**config.mk**
```make
export PLATFORM = sky130hd
export DESIGN_NAME = page_replacement_fifo_lru_core
export DESIGN_NICKNAME = d
export VERILOG_FILES = /design/src/prfl_pkg.sv /design/src/page_replacement_fifo_lru_core.sv /design/src/prfl_cell.sv
export SDC_FILE = /design/constraint.sdc
export NUM_CORES = 2
export LEC_CHECK = 0
export ABC_AREA = 1
export BUFFER_PORTS_ARGS = -buffer_cell sky130_fd_sc_hd__buf_2
export CORE_MARGIN = 2
export CORE_UTILIZATION = 55
export CTS_BUF_LIST = sky130_fd_sc_hd__clkbuf_16
export DETAILED_ROUTE_END_ITERATION = 12
export HOLD_SLACK_MARGIN = 0.02
export PLACE_DENSITY = 0.71
export SYNTH_ARGS = -nofsm -noshare
export SYNTH_HDL_FRONTEND = slang
export SYNTH_SLANG_ARGS = --single-unit
```
**constraint.sdc**
```tcl
create_clock -name clock -period 8.6 [get_ports clock]
set_input_delay 0.43 -clock clock [delete_from_list [all_inputs] [get_ports clock]]
set_output_delay 0.43 -clock clock [all_outputs]
set_load 0.03 [all_outputs]
```
**src/prfl_pkg.sv**
```systemverilog
// Shared types and constants of the page replacement unit.
`timescale 1ns / 1ps
`default_nettype none

package prfl_pkg;

   // Configuration port geometry and register indexes
   localparam int unsigned CSR_INDEX_W = 2;
   localparam int unsigned CSR_DATA_W  = 5;

   localparam logic [CSR_INDEX_W-1:0] CSR_MODE   = 2'd0;
   localparam logic [CSR_INDEX_W-1:0] CSR_FRAMES = 2'd1;

   // Victim policy codes
   localparam logic MODE_FIFO = 1'b0;
   localparam logic MODE_LRU  = 1'b1;

   // Defaults for the top-level parameters and the frame count register
   localparam int unsigned DEF_FRAMES    = 16;
   localparam int unsigned DEF_PAGE_BITS = 20;
   localparam logic [CSR_DATA_W-1:0] FRAMES_RESET = 5'd16;

   // Lookup sequencer states
   typedef enum logic [1:0] {
      ST_IDLE = 2'b01,
      ST_LOOK = 2'b10
   } state_type;

   // Update command broadcast to every cell
   typedef struct packed {
      logic touch;   // apply the recency update this cycle
      logic load;    // write the key into the target cell (miss)
      logic fill;    // target was free: age every other valid cell
   } cell_cmd_type;

   // Priority chain carried from cell to cell; also used for the per-cell picks
   typedef struct packed {
      logic hit;
      logic free;
      logic lru;
   } chain_type;

endpackage

`default_nettype wire

```
**src/page_replacement_fifo_lru_core.sv**
```systemverilog
// Top level of the page replacement unit: command port, cell chain, victim choice, counters.
//
// Usage
//   Raise start with req_page_number while busy is low; the reference is taken at that edge.
//   By the end of the next cycle the frame chain has compared the key against every managed frame,
//   picked the frame (hit, first free frame, or FIFO/LRU victim), updated tags and
//   recency ranks, and registered the result. The result beat shows on the rsp_ ports for
//   exactly one cycle with rsp_valid high, from the edge that ends the lookup cycle.
//   The receiver cannot stall; nothing is held back.
//   No new reference is taken while one is in lookup. busy covers the single lookup cycle, in
//   which the tag compare, the chain priority picks, the LRU rank search and the rank
//   update all settle; the next reference enters on the edge after the result registers.
//   Configuration: csr_ writes (index 0 policy, index 1 frame count) complete when
//   csr_valid and csr_ready are high; csr_ready is low while a lookup is in flight.
//   Indexes beyond the list are taken and dropped.
//   Reset (synchronous, active high) clears every valid bit and rank, the FIFO pointer,
//   the counters, and loads FIFO policy with all frames managed. Page tags need no
//   clearing: a tag is only read behind its valid bit.
`timescale 1ns / 1ps
`default_nettype none

module page_replacement_fifo_lru_core #(
   parameter int unsigned FRAMES    = prfl_pkg::DEF_FRAMES,
   parameter int unsigned PAGE_BITS = prfl_pkg::DEF_PAGE_BITS
) (
   input  wire logic                                clock,
   input  wire logic                                reset,
   // reference command
   input  wire logic                                start,
   output logic                                     busy,
   input  wire logic [19:0]                         req_page_number,
   // result beat
   output logic                                     rsp_valid,
   output logic                                     rsp_is_hit,
   output logic [3:0]                               rsp_frame_index,
   output logic                                     rsp_evicted_valid,
   output logic [19:0]                              rsp_evicted_page,
   output logic [31:0]                              rsp_hit_total,
   output logic [31:0]                              rsp_miss_total,
   output logic [31:0]                              rsp_replace_total,
   // configuration writes
   input  wire logic                                csr_valid,
   output logic                                     csr_ready,
   input  wire logic [prfl_pkg::CSR_INDEX_W-1:0]    csr_index,
   input  wire logic [prfl_pkg::CSR_DATA_W-1:0]     csr_wdata
);

   localparam int unsigned FW = (FRAMES > 1) ? $clog2(FRAMES) : 1;  // frame index
   localparam int unsigned RW = FW;                                  // recency rank
   localparam int unsigned NW = $clog2(FRAMES + 1);                  // frame count

   // Saturating increment for the event counters
   function automatic logic [31:0] sat_inc(input logic [31:0] v);
      return (v == '1) ? v : v + 32'd1;
   endfunction

   // ---------------------------------------------------------------------------------
   // Control and configuration registers
   // ---------------------------------------------------------------------------------
   prfl_pkg::state_type state_ff, state_in;
   logic                                 mode_ff;
   logic [prfl_pkg::CSR_DATA_W-1:0]      nfr_ff;
   logic [PAGE_BITS-1:0]                 key_ff;
   logic [FW-1:0]                        fifo_ptr_ff, fifo_ptr_in;
   logic [31:0]                          hit_cnt_ff, hit_cnt_in;
   logic [31:0]                          miss_cnt_ff, miss_cnt_in;
   logic [31:0]                          repl_cnt_ff, repl_cnt_in;

   logic accept;
   logic look;

   assign look      = (state_ff == prfl_pkg::ST_LOOK);
   assign busy      = look;
   assign accept    = start && !busy;
   assign csr_ready = !busy;

   always_comb begin
      unique case (state_ff)
         prfl_pkg::ST_IDLE: state_in = accept ? prfl_pkg::ST_LOOK : prfl_pkg::ST_IDLE;
         prfl_pkg::ST_LOOK: state_in = prfl_pkg::ST_IDLE;
         default:           state_in = prfl_pkg::ST_IDLE;
      endcase
   end

   // Clamp the managed frame count to 1..FRAMES
   logic [NW-1:0]   n_frames;
   logic [FRAMES-1:0] in_range;

   always_comb begin
      if (nfr_ff == '0) begin
         n_frames = NW'(1);
      end else if (int'(nfr_ff) > int'(FRAMES)) begin
         n_frames = NW'(FRAMES);
      end else begin
         n_frames = NW'(nfr_ff);
      end
      for (int i = 0; i < int'(FRAMES); i++) begin
         in_range[i] = int'(n_frames) > i;
      end
   end

   // ---------------------------------------------------------------------------------
   // Cell chain
   // ---------------------------------------------------------------------------------
   prfl_pkg::chain_type    chain [FRAMES+1];
   prfl_pkg::chain_type    sel   [FRAMES];
   logic [PAGE_BITS-1:0]   page_arr [FRAMES];
   logic [RW-1:0]          rank_arr [FRAMES];
   prfl_pkg::cell_cmd_type cmd;
   logic [FRAMES-1:0]      target_vec;
   logic [FRAMES-1:0]      lru_cand;
   logic [RW-1:0]          limit;

   assign chain[0] = '0;

   for (genvar g = 0; g < int'(FRAMES); g++) begin : g_cell
      prfl_cell #(
         .FRAMES    (FRAMES),
         .PAGE_BITS (PAGE_BITS),
         .RW        (RW)
      ) u_cell (
         .clock     (clock),
         .reset     (reset),
         .key       (key_ff),
         .limit     (limit),
         .cmd       (cmd),
         .target    (target_vec[g]),
         .in_range  (in_range[g]),
         .cand      (lru_cand[g]),
         .chain_in  (chain[g]),
         .chain_out (chain[g+1]),
         .sel       (sel[g]),
         .page      (page_arr[g]),
         .rank      (rank_arr[g])
      );
   end

   // LRU victim: narrow the managed frames to those with the highest rank, MSB first;
   // the chain then keeps the lowest index among them.
   always_comb begin
      logic [FRAMES-1:0] bitvec;
      lru_cand = in_range;
      for (int b = int'(RW) - 1; b >= 0; b--) begin
         for (int i = 0; i < int'(FRAMES); i++) begin
            bitvec[i] = rank_arr[i][b];
         end
         if (|(lru_cand & bitvec)) begin
            lru_cand = lru_cand & bitvec;
         end
      end
   end

   // ---------------------------------------------------------------------------------
   // Frame choice
   // ---------------------------------------------------------------------------------
   logic [FRAMES-1:0] hit_sel, free_sel, lru_sel;
   logic              hit_any, free_any, evict;
   logic [FW-1:0]     ptr_use;
   logic [FW-1:0]     frame_idx;
   logic [PAGE_BITS-1:0] old_page;

   always_comb begin
      for (int i = 0; i < int'(FRAMES); i++) begin
         hit_sel[i]  = sel[i].hit;
         free_sel[i] = sel[i].free;
         lru_sel[i]  = sel[i].lru;
      end
   end

   assign hit_any  = |hit_sel;
   assign free_any = |free_sel;
   assign evict    = !hit_any && !free_any;
   // Wrap a stale FIFO pointer left over from a larger frame count
   assign ptr_use  = (int'(fifo_ptr_ff) >= int'(n_frames)) ? '0 : fifo_ptr_ff;

   always_comb begin
      priority if (hit_any) begin
         target_vec = hit_sel;
      end else if (free_any) begin
         target_vec = free_sel;
      end else if (mode_ff == prfl_pkg::MODE_LRU) begin
         target_vec = lru_sel;
      end else begin
         for (int i = 0; i < int'(FRAMES); i++) begin
            target_vec[i] = (ptr_use == FW'(i));
         end
      end
   end

   always_comb begin
      frame_idx = '0;
      for (int i = 0; i < int'(FRAMES); i++) begin
         if (target_vec[i]) begin
            frame_idx = frame_idx | FW'(i);
         end
      end
   end

   assign limit    = rank_arr[frame_idx];
   assign old_page = page_arr[frame_idx];

   always_comb begin
      cmd.touch = look;
      cmd.load  = !hit_any;
      cmd.fill  = !hit_any && free_any;
   end

   // ---------------------------------------------------------------------------------
   // Pointer and counters advance at the end of the lookup cycle
   // ---------------------------------------------------------------------------------
   always_comb begin
      fifo_ptr_in = fifo_ptr_ff;
      hit_cnt_in  = hit_cnt_ff;
      miss_cnt_in = miss_cnt_ff;
      repl_cnt_in = repl_cnt_ff;
      if (look) begin
         if (hit_any) begin
            hit_cnt_in = sat_inc(hit_cnt_ff);
         end else begin
            miss_cnt_in = sat_inc(miss_cnt_ff);
            fifo_ptr_in = (int'(frame_idx) + 1 >= int'(n_frames)) ? '0 : frame_idx + 1'b1;
            if (evict) begin
               repl_cnt_in = sat_inc(repl_cnt_ff);
            end
         end
      end
   end

   always_ff @(posedge clock) begin
      if (reset) begin
         state_ff    <= prfl_pkg::ST_IDLE;
         mode_ff     <= prfl_pkg::MODE_FIFO;
         nfr_ff      <= prfl_pkg::FRAMES_RESET;
         fifo_ptr_ff <= '0;
         hit_cnt_ff  <= '0;
         miss_cnt_ff <= '0;
         repl_cnt_ff <= '0;
         rsp_valid   <= 1'b0;
      end else begin
         state_ff    <= state_in;
         fifo_ptr_ff <= fifo_ptr_in;
         hit_cnt_ff  <= hit_cnt_in;
         miss_cnt_ff <= miss_cnt_in;
         repl_cnt_ff <= repl_cnt_in;
         rsp_valid   <= look;
         if (csr_valid && csr_ready) begin
            if (csr_index == prfl_pkg::CSR_MODE) begin
               mode_ff <= csr_wdata[0];
            end else if (csr_index == prfl_pkg::CSR_FRAMES) begin
               nfr_ff <= csr_wdata;
            end
         end
      end
   end

   // Capture the key on accept; register the result beat at the end of lookup
   always_ff @(posedge clock) begin
      if (accept) begin
         key_ff <= PAGE_BITS'(req_page_number);
      end
      if (look) begin
         rsp_is_hit        <= hit_any;
         rsp_frame_index   <= 4'(frame_idx);
         rsp_evicted_valid <= evict;
         rsp_evicted_page  <= evict ? 20'(old_page) : '0;
      end
   end

   assign rsp_hit_total     = hit_cnt_ff;
   assign rsp_miss_total    = miss_cnt_ff;
   assign rsp_replace_total = repl_cnt_ff;

   // ---------------------------------------------------------------------------------
   // Assertions
   // ---------------------------------------------------------------------------------
   a_beat_after_look: assert property (@(posedge clock) disable iff (reset)
      look |=> rsp_valid)
      else $error("lookup cycle did not produce a result beat");

   a_beat_only_after_look: assert property (@(posedge clock) disable iff (reset)
      rsp_valid |-> $past(look))
      else $error("result beat without a lookup");

   a_single_target: assert property (@(posedge clock) disable iff (reset)
      look |-> $onehot(target_vec))
      else $error("update target is not exactly one frame");

   a_no_evict_on_hit: assert property (@(posedge clock) disable iff (reset)
      rsp_valid |-> !(rsp_is_hit && rsp_evicted_valid))
      else $error("eviction reported on a hit");

endmodule

`default_nettype wire

```
**src/prfl_cell.sv**
```systemverilog
// One frame cell: page tag, valid bit, recency rank and its link in the priority chain.
`timescale 1ns / 1ps
`default_nettype none

module prfl_cell #(
   parameter int unsigned FRAMES    = prfl_pkg::DEF_FRAMES,
   parameter int unsigned PAGE_BITS = prfl_pkg::DEF_PAGE_BITS,
   parameter int unsigned RW        = 4
) (
   input  wire logic                   clock,
   input  wire logic                   reset,
   input  wire logic [PAGE_BITS-1:0]   key,
   input  wire logic [RW-1:0]          limit,
   input  wire prfl_pkg::cell_cmd_type cmd,
   input  wire logic                   target,
   input  wire logic                   in_range,
   input  wire logic                   cand,
   input  wire prfl_pkg::chain_type    chain_in,
   output prfl_pkg::chain_type         chain_out,
   output prfl_pkg::chain_type         sel,
   output logic [PAGE_BITS-1:0]        page,
   output logic [RW-1:0]               rank
);

   logic                 valid_ff, valid_in;
   logic [RW-1:0]        rank_ff, rank_in;
   logic [PAGE_BITS-1:0] page_ff, page_in;
   logic                 my_hit, my_free;

   assign my_hit  = valid_ff && in_range && (page_ff == key);
   assign my_free = !valid_ff && in_range;

   // First claimant in the chain wins; pass the seen flags right
   always_comb begin
      sel.hit        = my_hit && !chain_in.hit;
      sel.free       = my_free && !chain_in.free;
      sel.lru        = cand && !chain_in.lru;
      chain_out.hit  = chain_in.hit || my_hit;
      chain_out.free = chain_in.free || my_free;
      chain_out.lru  = chain_in.lru || cand;
   end

   always_comb begin
      valid_in = valid_ff;
      rank_in  = rank_ff;
      page_in  = page_ff;
      if (cmd.touch) begin
         if (target) begin
            rank_in = '0;
            if (cmd.load) begin
               valid_in = 1'b1;
               page_in  = key;
            end
         end else if (valid_ff && in_range && (cmd.fill || (rank_ff < limit)) &&
                      (int'(rank_ff) < int'(FRAMES) - 1)) begin
            rank_in = rank_ff + 1'b1;
         end
      end
   end

   always_ff @(posedge clock) begin
      if (reset) begin
         valid_ff <= 1'b0;
         rank_ff  <= '0;
      end else begin
         valid_ff <= valid_in;
         rank_ff  <= rank_in;
      end
   end

   always_ff @(posedge clock) begin
      page_ff <= page_in;
   end

   assign page = page_ff;
   assign rank = rank_ff;

endmodule

`default_nettype wire
```
# --- Word level (Yosys, flattened, before mapping) ---
# Index checks and enable logic that the tools add are counted.
totals:
  ff_bits: 555
  inputBits: 31
  output_inout_bits: 125
  wordCells: 562
classes:
  n_addsub: 21
  n_lt_le_gt_ge: 52
  eq_ne: 37
  muxes: 65
  bitwise_logic: 11
  n_reduce_logical: 315
op_table:
  columns: ["op", "count"]
  rows:
  - ["$eq A20 B20 Y1", 16]
  - ["$mux W4", 44]
  - ["$logic_and A1 B1 Y1", 129]
  - ["$mux W16", 7]
  - ["$add A32 B1 Y32 const B", 3]
  - ["$eq A32 B32 Y1 const B", 3]
  - ["$reduce_or A16 Y1", 6]
  - ["$bmux W20 S4", 1]
  - ["$add A4 B1 Y4 const B", 17]
  - ["$and A16 B16 Y16", 4]
  - ["$logic_not A1 Y1", 64]
  - ["$lt A4 B4 Y1", 16]
  - ["$lt A4 B4 Y1 const B", 16]
  - ["$logic_or A1 B1 Y1", 58]
  - ["$reduce_and A3 Y1", 19]
  - ["$gt A5 B4 Y1 const B", 8]
  - ["$mux W20", 2]
  - ["$reduce_and A2 Y1", 18]
  - ["$eq A4 B4 Y1 const B", 8]
  - ["$reduce_bool A2 Y1", 16]
  - ["$gt A5 B3 Y1 const B", 4]
  - ["$bmux W4 S4", 1]
  - ["$eq A4 B3 Y1 const B", 4]
  - ["$mux W3", 4]
  - ["21 further kinds", 33]

# --- Longest topological paths before layout ---
logic_depth:
  depth_word: 60
  depth_mapped: 67
  mapped_depth_nobuf: 62

# --- By module ---
# A second synthesis with hierarchy kept.
unflattened:
  hier_cells: 3960
  area_unflattened_um2: 32422.3
by_module_without_submodules:
  columns: ["module", "instances", "cells_each", "area_each_um2", "seq_area_each_um2"]
  rows:
  - ["prfl_cell", 16, 125, 1265.0, 700.7]
  - ["page_replacement_fifo_lru_core", 1, 1960, 12182.9, 3563.4]

# --- Least setup slack after synthesis ---
# Ideal clock, no wire load.
synth_path:
  path_type: "register to register"
  start: "reg key_ff[18]"
  end: "reg g_cell[14].u_cell.rank_ff[0]"
  setup_ns: 0.115
  arrival_time_ns: 6.847
  t_required_ns: 8.485
  slack_ns: 1.638
  path_stages_with_launch: 48
  path_buffers: 4
  synth_period_minus_slack_ns: 6.962
  path_cell_list: "edfxtp_1 clkbuf_1 clkinv_1 or2_2 nand4_1 nor3_1 nand4_1 nand3_1 nor2_1 nand3_1 nor2_1 nand3_1 inv_1 nand2_1 nor3_1 and3_1 nand3_1 nor2_1 (+12 left out) clkbuf_1 clkbuf_1 nor2_1 o21ai_0 nand3_1 nand3_1 nand2_1 ha_1 nand2_1 nand2_1 nand2_1 nand2_1 nand2_1 nand2_1 nand2_1 nand3_1 nand2_1 nor2_1"
synth_between:
  elab_chain_cells: 45
  word_cells_on_any_way: 106
  classes_between: "order compare: 1; eq/ne: 16; mux: 20; bitwise: 1; reduce/logical: 68"
synth_lines:
  columns: ["element", "line_no", "text"]
  rows:
  - ["start, declared", "page_replacement_fifo_lru_core.sv:63", "logic [PAGE_BITS-1:0] key_ff;"]
  - ["start signal, assigned", "page_replacement_fifo_lru_core.sv:259", "key_ff <= PAGE_BITS'(req_page_number);"]
  - ["$eq A20 B20 Y1", "prfl_cell.sv:30", "assign my_hit = valid_ff && in_range && (page_ff == key);"]
  - ["$logic_and A1 B1 Y1", "prfl_cell.sv:30", null]
  - ["$logic_or A1 B1 Y1 (14 in series)", "prfl_cell.sv:38", "chain_out.hit = chain_in.hit || my_hit;"]
  - ["$logic_not A1 Y1", "prfl_cell.sv:35", "sel.hit = my_hit && !chain_in.hit;"]
  - ["$logic_and A1 B1 Y1", "prfl_cell.sv:35", null]
  - ["$reduce_or A16 Y1 (*)", "page_replacement_fifo_lru_core.sv:170", "assign hit_any = |hit_sel;"]
  - ["net hit_any", "page_replacement_fifo_lru_core.sv:157", "logic hit_any, free_any, evict;"]
  - ["$mux W16", "page_replacement_fifo_lru_core.sv:177", "priority if (hit_any) begin"]
  - ["(+15 left out)", null, null]
  - ["$not A4 Y5 (not written as such)", "page_replacement_fifo_lru_core.sv:199", "assign limit = rank_arr[frame_idx];"]
  - ["$bmux W4 S4", "page_replacement_fifo_lru_core.sv:199", null]
  - ["$mux W4 (not written as such) (2 in series)", "page_replacement_fifo_lru_core.sv:199", null]
  - ["$lt A4 B4 Y1", "prfl_cell.sv:54", "end else if (valid_ff && in_range && (cmd.fill || (rank_ff < limit)) &&"]
  - ["$logic_or A1 B1 Y1", "prfl_cell.sv:54", null]
  - ["$logic_and A1 B1 Y1 (2 in series)", "prfl_cell.sv:54", null]
  - ["$reduce_bool A2 Y1 (no line)", null, null]
  - ["$reduce_and A2 Y1 (no line)", null, null]
  - ["end signal, assigned", "prfl_cell.sv:67", "rank_ff <= rank_in;"]
  - ["end, declared", "prfl_cell.sv:26", "logic [RW-1:0] rank_ff, rank_in;"]
# Mark *: on every way through the listed nets, which the timed path passes. The rest lies on a longest branch. The select of a mux whose other input is x is not followed.
# A chain may end at the register's enable or synchronous reset.

# --- Final worst setup path ---
layout_path:
  start: "reg key_ff[17]"
  end: "reg g_cell[1].u_cell.rank_ff[3]"
layout_between:
  elab_chain_cells: 45
  word_cells_on_any_way: 106
  classes_between: "order compare: 1; eq/ne: 16; mux: 20; bitwise: 1; reduce/logical: 68"
layout_lines:
  columns: ["element", "line_no"]
  rows:
  - ["$eq A20 B20 Y1", "prfl_cell.sv:30"]
  - ["$logic_and A1 B1 Y1", "prfl_cell.sv:30"]
  - ["$logic_or A1 B1 Y1 (14 in series)", "prfl_cell.sv:38"]
  - ["$logic_not A1 Y1", "prfl_cell.sv:35"]
  - ["$logic_and A1 B1 Y1", "prfl_cell.sv:35"]
  - ["$reduce_or A16 Y1 (*)", "page_replacement_fifo_lru_core.sv:170"]
  - ["net hit_any", "page_replacement_fifo_lru_core.sv:157"]
  - ["$mux W16", "page_replacement_fifo_lru_core.sv:177"]
  - ["(+15 left out)", null]
  - ["$not A4 Y5 (not written as such)", "page_replacement_fifo_lru_core.sv:199"]
  - ["$bmux W4 S4", "page_replacement_fifo_lru_core.sv:199"]
  - ["$mux W4 (not written as such) (2 in series)", "page_replacement_fifo_lru_core.sv:199"]
  - ["$lt A4 B4 Y1", "prfl_cell.sv:54"]
  - ["$logic_or A1 B1 Y1", "prfl_cell.sv:54"]
  - ["$logic_and A1 B1 Y1 (2 in series)", "prfl_cell.sv:54"]
  - ["$reduce_bool A2 Y1 (no line)", null]
  - ["$reduce_and A2 Y1 (no line)", null]
  - ["end signal, assigned", "prfl_cell.sv:67"]
  - ["end, declared", "prfl_cell.sv:26"]
# Marked as above.

==> results.json <==
{
  "yosysWarnings": 0,
  "status": "finished, final reports clean",
  "setup-tns-final_ns": 0,
  "dp_cells": 5037,
  "cp.arrival_ns": 8.70,
  "gp_congestion": 1.029,
  "fin_ws_ns": 0.4211,
  "critPathKind": "reg -> reg",
  "fin_crit_ns": 8.179,
  "r2r-start": "key_ff[17]$_DFFE_PP_",
  "synth_area_sq_um": 33000,
  "vias": 31770,
  "track_usage_pct": 37.45,
  "maxSlewViolCount": 0,
  "die_x_um": 249.0,
  "worstRegToRegCells": 39,
  "async_reset_ff_share_pct": 0,
  "maxSlewHeadroom_pct": 10.64,
  "grt_overflow": 0,
  "min_path_cells": 3,
  "cts.sinks": 555,
  "dp_hpwl_mm": 85.24,
  "critPathMaxStageDelay_ns": 0.85,
  "crit_slowest_cell": "edfxtp_1",
  "min_from": "csr_wdata[0]",
  "startpoint_type": "flip-flop",
  "port_buffers": 155,
  "p_leak_uw": 0.01512,
  "rows": 89,
  "cts_root_buf": "clkbuf_16",
  "pin_count": 156,
  "hold_class": "in -> reg",
  "fmax_mhz": 122.3,
  "synth-edff-count": 366,
  "start_util_pct": 55.81,
  "grt_max_degree": 116,
  "clk_path_buf_depth": 3,
  "die-area_sq_um": 61980,
  "hold_violations": 0,
  "clk_latency_ns": 0.68,
  "htree_levels": 2,
  "setup_viol": 0,
  "grt_pass1_wl_mm": 177.8,
  "tritoncts": "built",
  "required_ns": 9.12,
  "nets": 4466,
  "pre_cts_ws_ns": -0.2715,
  "drt_iter0_drc": 4164,
  "clk_pin_slew_ns": 0.07,
  "cap_violations": 0,
  "viasPerCell": 6.128,
  "worstMarginPinSlew_ns": 1.339,
  "route.final.wire_length_mm": 119.4,
  "cts_inserted_buffers": 60,
  "drive_above_1_share_pct": 12.47,
  "setup.worst_path.start": "key_ff[17]$_DFFE_PP_",
  "irDropWorstVdd_uv": 177.8,
  "synth_cell_types": 63,
  "synth_nets": 4289,
  "cp_max_fo": 16,
  "ys_seq_area_share_pct": 44.77,
  "fin_skew_ns": 0.06719,
  "netlist_instances": 4181,
  "synth_ff_type": "edfxtp_1",
  "drc": 0,
  "ant_nets": 0,
  "total_power_uw": 6240,
  "wl_per_cell_um": 23.03,
  "endpoint_kind": "flip-flop",
  "die_h_um": 249.0,
  "antenna_found_initial": 4,
  "cp_common_cell": "nand2_1",
  "powerDensity_nw_per_um2": 165.9,
  "avgSynthCellArea_sq_um": 7.893,
  "core_sq_um": 59130,
  "grt_pass1_vias": 29250,
  "area_delta_synth_final_pct": 13.99,
  "ys_ff_latch": 555,
  "final_cells": 5184,
  "dr.pass1.iters": 7,
  "fin_crit_sh_pct": 95.10
}
[synth_stat cells (23+ instances only)]
cell type	instances	share of area (%)
nand2_1	828	9.4
xor2_1	137	3.6
nor2_1	453	5.2
o221ai_1	27	0.72
ha_1	77	2.9
nand3_1	310	4.7
nor3_1	72	1.1
or2_2	67	1.3
inv_1	405	4.6
buf_2	23	0.35
nand4_1	114	2.2
o211ai_1	28	0.64
nor4_1	90	1.7
o21ai_0	286	4.3
o21ai_1	25	0.38
edfxtp_1	366	33
xnor2_1	54	1.4
a21oi_1	285	4.3
dfxtp_1	189	11
clkbuf_1	107	1.2
buf_1	41	0.47
[worst paths after layout]
path / slack (ns) / end
hold reg to reg: 0.47 / fifo_ptr_ff[0]$_SDFFE_PP0P_
hold / removal: 0.05 / nfr_ff[0]$_SDFFE_PP0P_
setup reg to reg: 0.42 / g_cell[1].u_cell.rank[3]$_SDFFE_PP0P_
setup / recovery: 0.42 / g_cell[1].u_cell.rank[3]$_SDFFE_PP0P_
[timing repair]
action	CTS	global route
gates resized for setup	3	39
endpoints found under the setup margin	14	87
cloned	1	2
pin swaps	1	8
buffers inserted	0	8
endpoints found under the hold margin	21	0
hold buffers	21	0
[power breakdown]
group	switching [uW]	internal [uW]	total [uW]
Clock	1190	1690	2890
Sequential	22.4	2850	2870
Combinational	334	147	481
Total	1550	4690	6240
[cell families (layout without fill, tap and decap cells)]
group,count (synthesis),in the layout,share of synthesized area [%]
simple gates,2006,2008,27.23
fa+ha+maj,77,77,2.919
compound gates,741,741,12.67
other cells,0,1,0
xor+xnor,191,191,5.069
flops,555,555,44.77
mux,4,4,0.1213
buf+inv,607,834,7.219
[placed cells by master, fill, tap and decap left out, drive strengths merged, types with 35 or more instances in the layout]
cell type / count
nor2: 461
clkbuf: 61
nor3: 73
or2: 67
a21oi: 287
buf: 274
nand2: 846
xnor2: 54
nor4: 90
nand3: 318
o21ai: 311
edfxtp: 366
inv: 425
nand4: 114
ha: 77
dfxtp: 189
xor2: 137
clkinv: 35
[metrics by stage]
stage	hold WS (ns)	cell area, sq um	utilization, %
2_1_floorplan	0.4133	33000	-
3_3_place_gp	0.4576	34930	59.08
3_5_place_dp	0.4583	34930	59.08
4_1_cts	0.02378	37390	63.23
5_1_grt	0.06038	37610	63.61
6_report	0.04931	37620	63.62
[registers in the layout, summed over array words and instances, names as in the netlist]
name and cells:
fifo_ptr_ff 4, g_cell.u_cell.page 320, g_cell.u_cell.rank 64, g_cell.u_cell.valid_ff 16, key_ff 20, mode_ff 1
nfr_ff 5, rsp_evicted_page 20, rsp_evicted_valid 1, rsp_frame_index 4, rsp_hit_total 32, rsp_is_hit 1
rsp_miss_total 32, rsp_replace_total 32, rsp_valid 1, state_ff 2
[routing by layer]
metal  part of all wire, %  vias to the layer above  GRT usage (%)  wire length, um
met5                 0.013                        -              0               16
met2                    43                     1984          56.22            50980
li1                      -                    14690              -                -
met1                    40                    14720          51.38            47250
met4                   5.2                        4          17.06             6198
met3                    13                      370          8.945            14960
[worst max-delay path, delay by kind of cell (launching register included)]
family,cells,cell delay [ns]
buffers and inverters,8,1.88
adder cells (fa/ha/maj),1,0.24
AND/OR/NAND/NOR,25,3.37
AO/OA/AOI/OAI,4,1.50
XOR/XNOR,1,0.14
flip-flops,1,0.85
[area by class of cell]
class | instances | area, sq um
antenna | 1 | 2.502
timing repair buffer | 296 | 1997
sequential | 555 | 14780
fill | 5161 | 21510
tap | 773 | 967.2
clock buffer | 61 | 1526
multi-input combinational | 3021 | 16070
clock inverter | 53 | 668.1
inverter | 424 | 1602
(Power assumes the default switching activity.)
